<file path="src/hdl/snow3g_pkg.sv">
package snow3g_pkg;

    // Longest keystream burst of one generate transaction
    localparam int MAX_BURST   = 64;
    localparam int INIT_ROUNDS = 32;
    localparam int WC_W        = 7;
    localparam int CNT_W       =
        $clog2(((MAX_BURST > INIT_ROUNDS) ? MAX_BURST : INIT_ROUNDS) + 1);

    localparam logic MODE_INIT = 1'b0;
    localparam logic MODE_GEN  = 1'b1;

    localparam logic [7:0] POLY_ALPHA = 8'ha9;
    localparam logic [7:0] POLY_S1    = 8'h1b;
    localparam logic [7:0] POLY_S2    = 8'h69;

    typedef struct packed {
        logic [15:0][31:0] lfsr;
        logic [31:0]       r1;
        logic [31:0]       r2;
        logic [31:0]       r3;
    } cipher_state_t;

    typedef struct packed {
        logic load_init;
        logic step;
        logic feed_fsm;
        logic emit;
        logic last;
    } ctrl_t;

    localparam logic [7:0] SBOX_R [256] = '{
        8'h63,8'h7C,8'h77,8'h7B,8'hF2,8'h6B,8'h6F,8'hC5,8'h30,8'h01,8'h67,8'h2B,8'hFE,8'hD7,8'hAB,8'h76,
        8'hCA,8'h82,8'hC9,8'h7D,8'hFA,8'h59,8'h47,8'hF0,8'hAD,8'hD4,8'hA2,8'hAF,8'h9C,8'hA4,8'h72,8'hC0,
        8'hB7,8'hFD,8'h93,8'h26,8'h36,8'h3F,8'hF7,8'hCC,8'h34,8'hA5,8'hE5,8'hF1,8'h71,8'hD8,8'h31,8'h15,
        8'h04,8'hC7,8'h23,8'hC3,8'h18,8'h96,8'h05,8'h9A,8'h07,8'h12,8'h80,8'hE2,8'hEB,8'h27,8'hB2,8'h75,
        8'h09,8'h83,8'h2C,8'h1A,8'h1B,8'h6E,8'h5A,8'hA0,8'h52,8'h3B,8'hD6,8'hB3,8'h29,8'hE3,8'h2F,8'h84,
        8'h53,8'hD1,8'h00,8'hED,8'h20,8'hFC,8'hB1,8'h5B,8'h6A,8'hCB,8'hBE,8'h39,8'h4A,8'h4C,8'h58,8'hCF,
        8'hD0,8'hEF,8'hAA,8'hFB,8'h43,8'h4D,8'h33,8'h85,8'h45,8'hF9,8'h02,8'h7F,8'h50,8'h3C,8'h9F,8'hA8,
        8'h51,8'hA3,8'h40,8'h8F,8'h92,8'h9D,8'h38,8'hF5,8'hBC,8'hB6,8'hDA,8'h21,8'h10,8'hFF,8'hF3,8'hD2,
        8'hCD,8'h0C,8'h13,8'hEC,8'h5F,8'h97,8'h44,8'h17,8'hC4,8'hA7,8'h7E,8'h3D,8'h64,8'h5D,8'h19,8'h73,
        8'h60,8'h81,8'h4F,8'hDC,8'h22,8'h2A,8'h90,8'h88,8'h46,8'hEE,8'hB8,8'h14,8'hDE,8'h5E,8'h0B,8'hDB,
        8'hE0,8'h32,8'h3A,8'h0A,8'h49,8'h06,8'h24,8'h5C,8'hC2,8'hD3,8'hAC,8'h62,8'h91,8'h95,8'hE4,8'h79,
        8'hE7,8'hC8,8'h37,8'h6D,8'h8D,8'hD5,8'h4E,8'hA9,8'h6C,8'h56,8'hF4,8'hEA,8'h65,8'h7A,8'hAE,8'h08,
        8'hBA,8'h78,8'h25,8'h2E,8'h1C,8'hA6,8'hB4,8'hC6,8'hE8,8'hDD,8'h74,8'h1F,8'h4B,8'hBD,8'h8B,8'h8A,
        8'h70,8'h3E,8'hB5,8'h66,8'h48,8'h03,8'hF6,8'h0E,8'h61,8'h35,8'h57,8'hB9,8'h86,8'hC1,8'h1D,8'h9E,
        8'hE1,8'hF8,8'h98,8'h11,8'h69,8'hD9,8'h8E,8'h94,8'h9B,8'h1E,8'h87,8'hE9,8'hCE,8'h55,8'h28,8'hDF,
        8'h8C,8'hA1,8'h89,8'h0D,8'hBF,8'hE6,8'h42,8'h68,8'h41,8'h99,8'h2D,8'h0F,8'hB0,8'h54,8'hBB,8'h16
    };

    localparam logic [7:0] SBOX_Q [256] = '{
        8'h25,8'h24,8'h73,8'h67,8'hD7,8'hAE,8'h5C,8'h30,8'hA4,8'hEE,8'h6E,8'hCB,8'h7D,8'hB5,8'h82,8'hDB,
        8'hE4,8'h8E,8'h48,8'h49,8'h4F,8'h5D,8'h6A,8'h78,8'h70,8'h88,8'hE8,8'h5F,8'h5E,8'h84,8'h65,8'hE2,
        8'hD8,8'hE9,8'hCC,8'hED,8'h40,8'h2F,8'h11,8'h28,8'h57,8'hD2,8'hAC,8'hE3,8'h4A,8'h15,8'h1B,8'hB9,
        8'hB2,8'h80,8'h85,8'hA6,8'h2E,8'h02,8'h47,8'h29,8'h07,8'h4B,8'h0E,8'hC1,8'h51,8'hAA,8'h89,8'hD4,
        8'hCA,8'h01,8'h46,8'hB3,8'hEF,8'hDD,8'h44,8'h7B,8'hC2,8'h7F,8'hBE,8'hC3,8'h9F,8'h20,8'h4C,8'h64,
        8'h83,8'hA2,8'h68,8'h42,8'h13,8'hB4,8'h41,8'hCD,8'hBA,8'hC6,8'hBB,8'h6D,8'h4D,8'h71,8'h21,8'hF4,
        8'h8D,8'hB0,8'hE5,8'h93,8'hFE,8'h8F,8'hE6,8'hCF,8'h43,8'h45,8'h31,8'h22,8'h37,8'h36,8'h96,8'hFA,
        8'hBC,8'h0F,8'h08,8'h52,8'h1D,8'h55,8'h1A,8'hC5,8'h4E,8'h23,8'h69,8'h7A,8'h92,8'hFF,8'h5B,8'h5A,
        8'hEB,8'h9A,8'h1C,8'hA9,8'hD1,8'h7E,8'h0D,8'hFC,8'h50,8'h8A,8'hB6,8'h62,8'hF5,8'h0A,8'hF8,8'hDC,
        8'h03,8'h3C,8'h0C,8'h39,8'hF1,8'hB8,8'hF3,8'h3D,8'hF2,8'hD5,8'h97,8'h66,8'h81,8'h32,8'hA0,8'h00,
        8'h06,8'hCE,8'hF6,8'hEA,8'hB7,8'h17,8'hF7,8'h8C,8'h79,8'hD6,8'hA7,8'hBF,8'h8B,8'h3F,8'h1F,8'h53,
        8'h63,8'h75,8'h35,8'h2C,8'h60,8'hFD,8'h27,8'hD3,8'h94,8'hA5,8'h7C,8'hA1,8'h05,8'h58,8'h2D,8'hBD,
        8'hD9,8'hC7,8'hAF,8'h6B,8'h54,8'h0B,8'hE0,8'h38,8'h04,8'hC8,8'h9D,8'hE7,8'h14,8'hB1,8'h87,8'h9C,
        8'hDF,8'h6F,8'hF9,8'hDA,8'h2A,8'hC4,8'h59,8'h16,8'h74,8'h91,8'hAB,8'h26,8'h61,8'h76,8'h34,8'h2B,
        8'hAD,8'h99,8'hFB,8'h72,8'hEC,8'h33,8'h12,8'hDE,8'h98,8'h3B,8'hC0,8'h9B,8'h3E,8'h18,8'h10,8'h3A,
        8'h56,8'hE1,8'h77,8'hC9,8'h1E,8'h9E,8'h95,8'hA3,8'h90,8'h19,8'hA8,8'h6C,8'h09,8'hD0,8'hF0,8'h86
    };

    function automatic logic [7:0] times_x(input logic [7:0] v, input logic [7:0] poly);
        return {v[6:0], 1'b0} ^ (v[7] ? poly : 8'h00);
    endfunction

    // Elaboration only: repeated multiply by x in GF(2^8)
    function automatic logic [7:0] times_x_pow(input logic [7:0] v, input int n);
        logic [7:0] r;
        r = v;
        for (int i = 0; i < n; i++) begin
            r = times_x(r, POLY_ALPHA);
        end
        return r;
    endfunction

    function automatic logic [31:0] mul_basis(input int b);
        logic [7:0] c;
        c = 8'(1 << b);
        return {times_x_pow(c, 23), times_x_pow(c, 245), times_x_pow(c, 48),
                times_x_pow(c, 239)};
    endfunction

    function automatic logic [31:0] div_basis(input int b);
        logic [7:0] c;
        c = 8'(1 << b);
        return {times_x_pow(c, 16), times_x_pow(c, 39), times_x_pow(c, 6),
                times_x_pow(c, 64)};
    endfunction

    // Both maps are linear over GF(2): one constant word per input bit
    localparam logic [7:0][31:0] MUL_BASIS = {
        mul_basis(7), mul_basis(6), mul_basis(5), mul_basis(4),
        mul_basis(3), mul_basis(2), mul_basis(1), mul_basis(0)
    };

    localparam logic [7:0][31:0] DIV_BASIS = {
        div_basis(7), div_basis(6), div_basis(5), div_basis(4),
        div_basis(3), div_basis(2), div_basis(1), div_basis(0)
    };

    function automatic logic [31:0] mul_alpha(input logic [7:0] c);
        logic [31:0] r;
        r = '0;
        for (int i = 0; i < 8; i++) begin
            if (c[i]) begin
                r = r ^ MUL_BASIS[i];
            end
        end
        return r;
    endfunction

    function automatic logic [31:0] div_alpha(input logic [7:0] c);
        logic [31:0] r;
        r = '0;
        for (int i = 0; i < 8; i++) begin
            if (c[i]) begin
                r = r ^ DIV_BASIS[i];
            end
        end
        return r;
    endfunction

    // Column mix of four substituted bytes
    function automatic logic [31:0] mix_column(input logic [7:0] a, input logic [7:0] b,
                                               input logic [7:0] c, input logic [7:0] d,
                                               input logic [7:0] poly);
        logic [7:0] xa;
        logic [7:0] xb;
        logic [7:0] xc;
        logic [7:0] xd;
        xa = times_x(a, poly);
        xb = times_x(b, poly);
        xc = times_x(c, poly);
        xd = times_x(d, poly);
        return {xa ^ b ^ c ^ xd ^ d,
                xa ^ a ^ xb ^ c ^ d,
                a ^ xb ^ b ^ xc ^ d,
                a ^ b ^ xc ^ c ^ xd};
    endfunction

endpackage

</file>
<file path="src/hdl/snow3g_step_unit.sv">
module snow3g_step_unit (
    input  snow3g_pkg::cipher_state_t cur,
    input  logic                      feed_fsm,
    output snow3g_pkg::cipher_state_t nxt,
    output logic [31:0]               z
);
    import snow3g_pkg::*;

    logic [31:0] f;
    logic [31:0] r_new;
    logic [31:0] s1_out;
    logic [31:0] s2_out;
    logic [31:0] fb;

    always_comb begin
        f      = (cur.lfsr[15] + cur.r1) ^ cur.r2;
        r_new  = cur.r2 + (cur.r3 ^ cur.lfsr[5]);
        s1_out = mix_column(SBOX_R[cur.r1[31:24]], SBOX_R[cur.r1[23:16]],
                            SBOX_R[cur.r1[15:8]], SBOX_R[cur.r1[7:0]], POLY_S1);
        s2_out = mix_column(SBOX_Q[cur.r2[31:24]], SBOX_Q[cur.r2[23:16]],
                            SBOX_Q[cur.r2[15:8]], SBOX_Q[cur.r2[7:0]], POLY_S2);
        fb     = {cur.lfsr[0][23:0], 8'h00} ^ mul_alpha(cur.lfsr[0][31:24]) ^ cur.lfsr[2] ^
                 {8'h00, cur.lfsr[11][31:8]} ^ div_alpha(cur.lfsr[11][7:0]) ^
                 (feed_fsm ? f : 32'h0);

        nxt.lfsr = {fb, cur.lfsr[15:1]};
        nxt.r1   = r_new;
        nxt.r2   = s1_out;
        nxt.r3   = s2_out;
        z        = f ^ cur.lfsr[0];
    end

endmodule

</file>
<file path="src/hdl/snow3g_seq.sv">
module snow3g_seq (
    input  logic                          aclk,
    input  logic                          aresetn,
    input  logic                          s_valid,
    output logic                          s_ready,
    input  logic                          s_mode,
    input  logic [snow3g_pkg::WC_W-1:0]   s_word_count,
    input  logic                          out_free,
    output snow3g_pkg::ctrl_t             ctrl
);
    import snow3g_pkg::*;

    localparam logic [1:0] ST_IDLE = 2'd0;
    localparam logic [1:0] ST_INIT = 2'd1;
    localparam logic [1:0] ST_DISC = 2'd2;
    localparam logic [1:0] ST_GEN  = 2'd3;

    logic [1:0]       state_reg;
    logic [1:0]       state_next;
    logic [CNT_W-1:0] cnt_reg;
    logic [CNT_W-1:0] cnt_next;
    logic [CNT_W-1:0] burst;
    logic             accept;

    assign s_ready = (state_reg == ST_IDLE);
    assign accept  = s_valid && s_ready;
    assign burst   = (s_word_count > WC_W'(MAX_BURST)) ? CNT_W'(MAX_BURST)
                                                       : CNT_W'(s_word_count);

    always_comb begin
        state_next = state_reg;
        cnt_next   = cnt_reg;
        ctrl       = '0;
        unique case (state_reg)
            ST_IDLE: begin
                if (accept) begin
                    if (s_mode == MODE_INIT) begin
                        ctrl.load_init = 1'b1;
                        cnt_next       = CNT_W'(INIT_ROUNDS - 1);
                        state_next     = ST_INIT;
                    end else begin
                        cnt_next   = burst;
                        state_next = ST_DISC;
                    end
                end
            end
            ST_INIT: begin
                ctrl.step     = 1'b1;
                ctrl.feed_fsm = 1'b1;
                if (cnt_reg == '0) begin
                    state_next = ST_IDLE;
                end else begin
                    cnt_next = cnt_reg - 1'b1;
                end
            end
            ST_DISC: begin
                // a step whose keystream output is dropped
                ctrl.step  = 1'b1;
                state_next = (cnt_reg == '0) ? ST_IDLE : ST_GEN;
            end
            ST_GEN: begin
                // advance only when the output register can take the word
                if (out_free) begin
                    ctrl.step = 1'b1;
                    ctrl.emit = 1'b1;
                    ctrl.last = (cnt_reg == CNT_W'(1));
                    if (cnt_reg == CNT_W'(1)) begin
                        state_next = ST_IDLE;
                    end else begin
                        cnt_next = cnt_reg - 1'b1;
                    end
                end
            end
            default: begin
                state_next = ST_IDLE;
            end
        endcase
    end

    always_ff @(posedge aclk) begin
        if (!aresetn) begin
            state_reg <= ST_IDLE;
            cnt_reg   <= '0;
        end else begin
            state_reg <= state_next;
            cnt_reg   <= cnt_next;
        end
    end

endmodule

</file>
<file path="src/hdl/snow3g_keystream_generator_core.sv">
// SNOW 3G keystream generator. Write the 128-bit key through the register port
// (key_high at 0x0, key_low at 0x8) before sending an initialize transaction
// (mode 0) that carries the IV; it loads the LFSR and runs the 32 initialization
// steps, producing no output. A generate transaction (mode 1) runs one step whose
// output is dropped and then delivers word_count keystream words (saturated at
// 64), one per cycle while m_ready stays high, the final word flagged by
// m_last_word. One shared cipher-clock unit (FSM update and LFSR feedback) does
// one step per cycle unless the output register is full, so s_ready is low
// until the current transaction's steps are done. State resets to zero.
module snow3g_keystream_generator_core (
    input  logic                        aclk,
    input  logic                        aresetn,
    input  logic                        s_valid,
    output logic                        s_ready,
    input  logic                        s_mode,
    input  logic [63:0]                 s_iv_high,
    input  logic [63:0]                 s_iv_low,
    input  logic [snow3g_pkg::WC_W-1:0] s_word_count,
    output logic                        m_valid,
    input  logic                        m_ready,
    output logic [31:0]                 m_keystream_word,
    output logic                        m_last_word,
    input  logic                        psel,
    input  logic                        penable,
    input  logic                        pwrite,
    input  logic [3:0]                  paddr,
    input  logic [63:0]                 pwdata,
    output logic [63:0]                 prdata,
    output logic                        pready
);
    import snow3g_pkg::*;

    localparam logic REG_KEY_HIGH = 1'b0;
    localparam logic REG_KEY_LOW  = 1'b1;

    logic [63:0]   key_high_reg;
    logic [63:0]   key_low_reg;
    cipher_state_t st_reg;
    cipher_state_t st_next;
    cipher_state_t st_load;
    cipher_state_t st_step;
    logic [31:0]   z;
    ctrl_t         ctrl;
    logic          out_free;
    logic          m_valid_reg;
    logic [31:0]   m_word_reg;
    logic          m_last_reg;
    logic          wr_en;

    assign pready = 1'b1;
    assign wr_en  = psel && penable && pwrite;

    always_comb begin
        unique case (paddr[3])
            REG_KEY_HIGH: prdata = key_high_reg;
            REG_KEY_LOW:  prdata = key_low_reg;
            default:      prdata = '0;
        endcase
    end

    always_ff @(posedge aclk) begin
        if (!aresetn) begin
            key_high_reg <= '0;
            key_low_reg  <= '0;
        end else if (wr_en) begin
            if (paddr[3] == REG_KEY_HIGH) begin
                key_high_reg <= pwdata;
            end else begin
                key_low_reg <= pwdata;
            end
        end
    end

    assign out_free = !m_valid_reg || m_ready;

    snow3g_seq u_seq (
        .aclk         (aclk),
        .aresetn      (aresetn),
        .s_valid      (s_valid),
        .s_ready      (s_ready),
        .s_mode       (s_mode),
        .s_word_count (s_word_count),
        .out_free     (out_free),
        .ctrl         (ctrl)
    );

    snow3g_step_unit u_step (
        .cur      (st_reg),
        .feed_fsm (ctrl.feed_fsm),
        .nxt      (st_step),
        .z        (z)
    );

    // Key and IV placement into the LFSR cells; FSM starts cleared
    always_comb begin
        st_load.lfsr[15] = key_low_reg[31:0]   ^ s_iv_high[63:32];
        st_load.lfsr[14] = key_low_reg[63:32];
        st_load.lfsr[13] = key_high_reg[31:0];
        st_load.lfsr[12] = key_high_reg[63:32] ^ s_iv_high[31:0];
        st_load.lfsr[11] = ~key_low_reg[31:0];
        st_load.lfsr[10] = ~key_low_reg[63:32] ^ s_iv_low[63:32];
        st_load.lfsr[9]  = ~key_high_reg[31:0] ^ s_iv_low[31:0];
        st_load.lfsr[8]  = ~key_high_reg[63:32];
        st_load.lfsr[7]  = key_low_reg[31:0];
        st_load.lfsr[6]  = key_low_reg[63:32];
        st_load.lfsr[5]  = key_high_reg[31:0];
        st_load.lfsr[4]  = key_high_reg[63:32];
        st_load.lfsr[3]  = ~key_low_reg[31:0];
        st_load.lfsr[2]  = ~key_low_reg[63:32];
        st_load.lfsr[1]  = ~key_high_reg[31:0];
        st_load.lfsr[0]  = ~key_high_reg[63:32];
        st_load.r1       = '0;
        st_load.r2       = '0;
        st_load.r3       = '0;
    end

    always_comb begin
        st_next = st_reg;
        if (ctrl.load_init) begin
            st_next = st_load;
        end else if (ctrl.step) begin
            st_next = st_step;
        end
    end

    always_ff @(posedge aclk) begin
        if (!aresetn) begin
            st_reg <= '0;
        end else begin
            st_reg <= st_next;
        end
    end

    always_ff @(posedge aclk) begin
        if (!aresetn) begin
            m_valid_reg <= 1'b0;
        end else if (ctrl.emit) begin
            m_valid_reg <= 1'b1;
        end else if (m_ready) begin
            m_valid_reg <= 1'b0;
        end
    end

    always_ff @(posedge aclk) begin
        if (ctrl.emit) begin
            m_word_reg <= z;
            m_last_reg <= ctrl.last;
        end
    end

    assign m_valid          = m_valid_reg;
    assign m_keystream_word = m_word_reg;
    assign m_last_word      = m_last_reg;

endmodule
</file>
<file path="config.mk">
export PLATFORM = sky130hd
export DESIGN_NAME = snow3g_keystream_generator_core
export DESIGN_NICKNAME = d
export VERILOG_FILES = /design/src/hdl/snow3g_pkg.sv /design/src/hdl/snow3g_step_unit.sv /design/src/hdl/snow3g_seq.sv /design/src/hdl/snow3g_keystream_generator_core.sv
export SDC_FILE = /design/constraint.sdc
export NUM_CORES = 2
export LEC_CHECK = 0
export ABC_AREA = 0
export BUFFER_PORTS_ARGS = -buffer_cell sky130_fd_sc_hd__buf_4
export CORE_ASPECT_RATIO = 0.7
export CORE_UTILIZATION = 45
export CTS_CLUSTER_SIZE = 24
export DETAILED_ROUTE_END_ITERATION = 12
export PLACE_DENSITY = 0.64
export SLEW_MARGIN = 20
export SYNTH_ARGS = -nofsm -noshare
export SYNTH_HDL_FRONTEND = slang
export SYNTH_SLANG_ARGS = --single-unit
export TNS_END_PERCENT = 50
</file>
<file path="constraint.sdc">
create_clock -name aclk -period 5.19 [get_ports aclk]
set_input_delay 1.557 -clock aclk [delete_from_list [all_inputs] [get_ports aclk]]
set_output_delay 1.557 -clock aclk [all_outputs]
set_load 0.05 [all_outputs]
</file>
; ---- Yosys cells after proc, flatten, opt, wreduce, memory -nomap -nowiden
; Memory sizes are Yosys's and may differ from the RTL's.
; Index checks and enable logic that the tools add are counted.
[totals]
ff_bits = 779
latchBits = 0
ramBits = 0
mem_bits_ro = 16384
out_inout_bits = 100
memories = 8
[memory_table]
columns = name, words, word_bits, read_ports, rd_clocked_by_memory_dff, wr, line
row1 = (name not given), 256, 8, 1, 0, 0, snow3g_step_unit.sv:21  ; SBOX_Q[cur.r2[15:8]], SBOX_Q[cur.r2[7:0]], POLY_S2);
row2 = (name not given), 256, 8, 1, 0, 0, snow3g_step_unit.sv:18  ; s1_out = mix_column(SBOX_R[cur.r1[31:24]], SBOX_R[cur.r1[23:16]],
row3 = (name not given), 256, 8, 1, 0, 0, snow3g_step_unit.sv:18
row4 = (name not given), 256, 8, 1, 0, 0, snow3g_step_unit.sv:19  ; SBOX_R[cur.r1[15:8]], SBOX_R[cur.r1[7:0]], POLY_S1);
row5 = (name not given), 256, 8, 1, 0, 0, snow3g_step_unit.sv:20  ; s2_out = mix_column(SBOX_Q[cur.r2[31:24]], SBOX_Q[cur.r2[23:16]],
row6 = (name not given), 256, 8, 1, 0, 0, snow3g_step_unit.sv:19
row7 = +2 memories, --, --, --, --, --, --
[op_classes]
addsub = 3
mul = 0
n_div = 0
order_cmp = 9
n_eq_ne = 10
shift = 0
n_mux = 68
n_bitwise = 80
reduce_logical = 17
[op_table]
columns = operator, n
row1 = 608-bit 2-to-1 mux, 2
row2 = 32-bit XOR, 11
row3 = 8-bit XOR, 40
row4 = 32-bit 2-to-1 mux, 6
row5 = 8-bit 2-to-1 mux, 16
row6 = 32-bit NOT, 4
row7 = 64-bit case mux with 2 select lines, 1
row8 = 31-bit 2-to-1 mux, 4
row9 = 30-bit 2-to-1 mux, 3
row10 = 9-bit greater-or-equal comparator (second input constant), 8
row11 = 8-bit NOT with 9-bit output, 8
row12 = 7-bit 2-to-1 mux, 10
row13 = 32-bit adder, 2
row14 = 29-bit 2-to-1 mux, 2
row15 = 15-bit NOT, 3
row16 = 14-bit NOT, 3
row17 = 32-bit by 24-bit XOR with 32-bit output, 1
row18 = 28-bit 2-to-1 mux, 1
row19 = 27-bit 2-to-1 mux, 1
row20 = 7-bit case mux with 3 select lines, 1
row21 = 5-bit 2-to-1 mux, 4
row22 = 18-bit NOT, 1
row23 = 16-bit NOT with 17-bit output, 1
row24 = 17-bit NOT, 1
row25 = 28 further kinds, 53

; ---- Logic depth before layout (Yosys ltp)
[logic_depth]
word_depth = 22
ltp_mapped = 18
mapped_depth_nobuf = 14

; ---- By module
; Synthesis repeated with hierarchy kept, for this count alone.
[unflattened]
cells_unflattened = 8689
area_unflattened_um2 = 72873.6
[by_module_without_submodules]
columns = mod, instances, cells_per_inst, area_each_um2, seq_area_each_um2
row1 = snow3g_step_unit, 1, 5572, 36922.9, 0.0
row2 = snow3g_keystream_generator_core, 1, 3019, 35141.2, 15745.1
row3 = snow3g_seq, 1, 98, 809.5, 180.2

; ---- Worst setup path before layout
; Ideal clock, no wire load.
[synth_timing]
kind = input to output
startpoint = in paddr[3]
endpoint = out prdata[10]
t_arrival_ns = 2.693
required_ns = 3.633
path_slack_ns = 0.940
stages = 3
path_cell_list = clkbuf_1 clkbuf_1 mux2_2
[synth_between]
elab_chain_cells = 2
[synth_rtl]
columns = item, line
row1 = "start, declared", snow3g_keystream_generator_core.sv:26  ; input logic [3:0] paddr,
row2 = 1-bit NOT (no line), --
row3 = 64-bit case mux with 2 select lines *, snow3g_keystream_generator_core.sv:54  ; unique case (paddr[3])
row4 = "end, declared", snow3g_keystream_generator_core.sv:28  ; output logic [63:0] prdata,
; Every way passes the cells marked *; elsewhere a longest branch is shown, timed or not.

; ---- Worst setup path in the final report
[layout_timing]
startpoint = reg st_reg[72] (netlist name)
endpoint = reg st_reg[607] (netlist name)
[layout_between]
elab_chain_cells = 6
[layout_rtl]
columns = item, line
row1 = "start, declared", snow3g_keystream_generator_core.sv:38  ; cipher_state_t st_reg;
row2 = "start signal, assigned", snow3g_keystream_generator_core.sv:130  ; st_reg <= st_next;
row3 = 32-bit adder, snow3g_step_unit.sv:16  ; f = (cur.lfsr[15] + cur.r1) ^ cur.r2;
row4 = 32-bit XOR, snow3g_step_unit.sv:16
row5 = 32-bit 2-to-1 mux, snow3g_step_unit.sv:24  ; (feed_fsm ? f : 32'h0);
row6 = 32-bit XOR, snow3g_step_unit.sv:23  ; {8'h00, cur.lfsr[11][31:8]} ^ div_alpha(cur.lfsr[11][7:0]) ^
row7 = 608-bit 2-to-1 mux, snow3g_keystream_generator_core.sv:121  ; end else if (ctrl.step) begin
row8 = 608-bit 2-to-1 mux, snow3g_keystream_generator_core.sv:119  ; if (ctrl.load_init) begin
; Every way passes these cells. The select of a mux whose other input is x is not followed.
; A chain may end at the register's enable or synchronous reset.

==> flow_metrics.env <==
export IMPL_status="completed"
export IMPL_cp_buffers_inverters=0
export IMPL_vias=71860
export IMPL_routed_via_density=6.863
export IMPL_crit_family="compound AO/OA/AOI/OAI gates"
export IMPL_p_leak_nw=25.82
export IMPL_path_common_cell="a211oi_1"
export IMPL_synth_top_flop_cell="dfxtp_1"
export IMPL_worstSkewPairLatency_ps=680
export IMPL_crit_chain="ha_1 -> a211oi_1 -> nor2_1 -> o41ai_1 -> a21oi_1 -> o21ai_1 -> o21ai_0 -> a211oi_1 -> xnor2_1 -> or4_1 -> a31oi_1"
export IMPL_synthCells=8703
export IMPL_grt_pass1_vias=64360
export IMPL_required_ps=5780
export IMPL_die_x_um=455.7
export IMPL_rows=116
export IMPL_worst_pin_slew_ps=1340
export IMPL_initial_core_util_pct=45.36
export IMPL_final_nets=8944
export IMPL_period_needed_ps=4733
export IMPL_postCtsHoldBufs=0
export IMPL_drc=0
export IMPL_max_slew_margin_pct=9.523
export IMPL_slew_violations=0
export IMPL_p_total_mw=49.44
export IMPL_maxCapViolations=0
export IMPL_postCtsSetupRepairBufs=0
export IMPL_crit_path_max_fanout=7
export IMPL_core_region_area_um2=143000
export IMPL_min_path_cells=2
export IMPL_overflow=0
export IMPL_netlist_area_um2=64850
export IMPL_cts_tree="done"
export IMPL_die_h_um=319.6
export IMPL_finalSetupViolCount=0
export IMPL_fmax_mhz=211.3
export IMPL_synth_top_area_share_pct=23.03
export IMPL_synth_top_area_cell="dfxtp_1"
export IMPL_ant_nets=0
export IMPL_cts_sinks=779
export IMPL_grt_max_degree=234
export IMPL_synth_nets=9122
export IMPL_power_density_nw_per_um2=696.6
export IMPL_antenna_found_initial=7
export IMPL_yosysWarnings=0
export IMPL_cts_buffers=72
export IMPL_slowest_delay_ps=730
export IMPL_final_setup_tns_ps=0
export IMPL_start_kind="register"
export IMPL_root_buffer="clkbuf_16"
export IMPL_cp_data_arrival_time_ps=5330
export IMPL_h_tree_depth=3
export IMPL_cts_resized=0
export IMPL_skew_ps=33.19
export IMPL_ys_top_cells_by_area="dfxtp_1 (23%), xnor2_1 (6.3%), nor2_1 (6.2%)"
export IMPL_layout_commonest_cell="nor2_1"
export IMPL_path_class="reg -> reg"
export IMPL_grt_pass1_wl_mm=434.6
export IMPL_drt_wl_total_mm=298.3
export IMPL_globalRouteTotalUtil_pct=38.65
export IMPL_yosysSeqAreaShare_pct=24.56
export IMPL_final_cell_mix="nor2_1 (1,061), nand2_1 (882), dfxtp_1 (715)"
export IMPL_synth_cell_types=113
export IMPL_post_route_util_pct=49.65
export IMPL_io_pins=311
export IMPL_end_kind="register"
export IMPL_gp_routability_congestion=1.036
export IMPL_async_reset_ff_share_pct=0
export IMPL_min_path_type="reg -> reg"
export IMPL_worst_hold_slack_ps=448.7
export IMPL_dieArea_um2=145700
export IMPL_io_buffer_count=306
export IMPL_drtPass1Iterations=9
export IMPL_crit_cells=11
export IMPL_area_growth_pct=9.444
export IMPL_ys_ff_latch=779
export IMPL_drt_iter0_drc=12230
export IMPL_fin_crit_sh_pct=91.20
export IMPL_synth_avg_cell_area_um2=7.452
export IMPL_cp_slowest_cell="o41ai_1"
export IMPL_rsz0062_at_grt="false"
export IMPL_largest_reg_flops=608
export IMPL_post_dp_hpwl_mm=217.5
export IMPL_r2r_cells=11
export IMPL_clk_pin_slew_ps=70
export IMPL_drive_above_1_share_pct=11.67
export IMPL_ir_drop_uv=1043
export IMPL_hold_viol_final=0
export IMPL_cts_path_max_buffers=3
export IMPL_synth_edff_count=33
export IMPL_wl_per_cell_um=28.49
==> worst paths after layout <==
check / start / end / slack [ps]
worst min register to register: st_reg[154]$_SDFFE_PN0P_ / st_reg[122]$_SDFFE_PN0P_ / 450
worst max register to register: st_reg[72]$_SDFFE_PP0P_ / st_reg[607]$_SDFFE_PN0P_ / 460
worst max-delay path: st_reg[72]$_SDFFE_PP0P_ / st_reg[607]$_SDFFE_PN0P_ / 460
worst min-delay path: st_reg[154]$_SDFFE_PN0P_ / st_reg[122]$_SDFFE_PN0P_ / 450
==> stage by stage <==
| step | setup WS (ps) | instance area, um^2 | std cells |
|---|---|---|---|
| after global routing | 377.3 | 70970 | 10470 |
| after global placement | 752.3 | 68580 | 10340 |
| after detailed placement | 727.2 | 68580 | 10340 |
| after floorplan | 940.0 | 64850 | 8703 |
| after CTS | 713.4 | 70970 | 10470 |
| final | 457.0 | 70980 | 10470 |
==> layout make-up <==
| class | count | area, um^2 |
|---|---|---|
| antenna | 2 | 5.005 |
| clock buffer | 107 | 2127 |
| clock inverter | 22 | 256.5 |
| fill | 14040 | 71980 |
| inverter | 111 | 424.2 |
| multi-input combinational | 6949 | 44820 |
| sequential | 779 | 16000 |
| tap | 1888 | 2362 |
| timing repair buffer | 612 | 4982 |
==> metal layers <==
| metal | wire [um] | vias to the layer above | track usage [%] |
|---|---|---|---|
| met1 | 128500 | 34790 | 56.30 |
| met5 | 43 | - | 0 |
| met3 | 39150 | 659 | 11.29 |
| met4 | 10430 | 6 | 11.86 |
| met2 | 120200 | 4844 | 53.82 |
| li1 | - | 31560 | - |
==> cells in the mapped netlist, types with 70 or more instances <==
master and count:
nor2_1 1067, o211ai_1 128, nor4_1 105, dfxtp_1 746, a211oi_1 128, nand3_1 204, a21oi_1 657, o21ai_0 425
a311oi_1 117, xnor2_1 466, o311ai_0 70, nor2b_1 147, a31oi_1 148, ha_1 206, nand2b_1 183, clkbuf_1 562
and2_1 113, buf_2 192, nand2_1 884, a221oi_1 373, nor3_1 158, inv_1 95, xor2_1 226, mux2_2 74
==> power breakdown <==
group          total, mW  internal (mW)  switching [mW]
registers           9.06           7.28            1.79
logic               34.8           12.6            22.2
clock network       5.57           3.02            2.55
total               49.4           22.9            26.5
==> cell families after synthesis <==
kind of cell	Yosys count	synth area share, %
buffers and inverters	975	6.459
and+or+nand+nor	3125	22.15
other	1	0.005782
muxes	180	3.924
AOI/OAI and AO/OA	2731	29.21
adders and majority gates	209	4.051
xor gates and xnor gates	703	9.642
DFF	779	24.56
==> worst min-delay path, cell delays in order (launching register included) <==
cell,delay [ps]
dfxtp_1,310
nand2_1,50
a21oi_1,50
No activity file was read; power rests on OpenSTA's default activity.
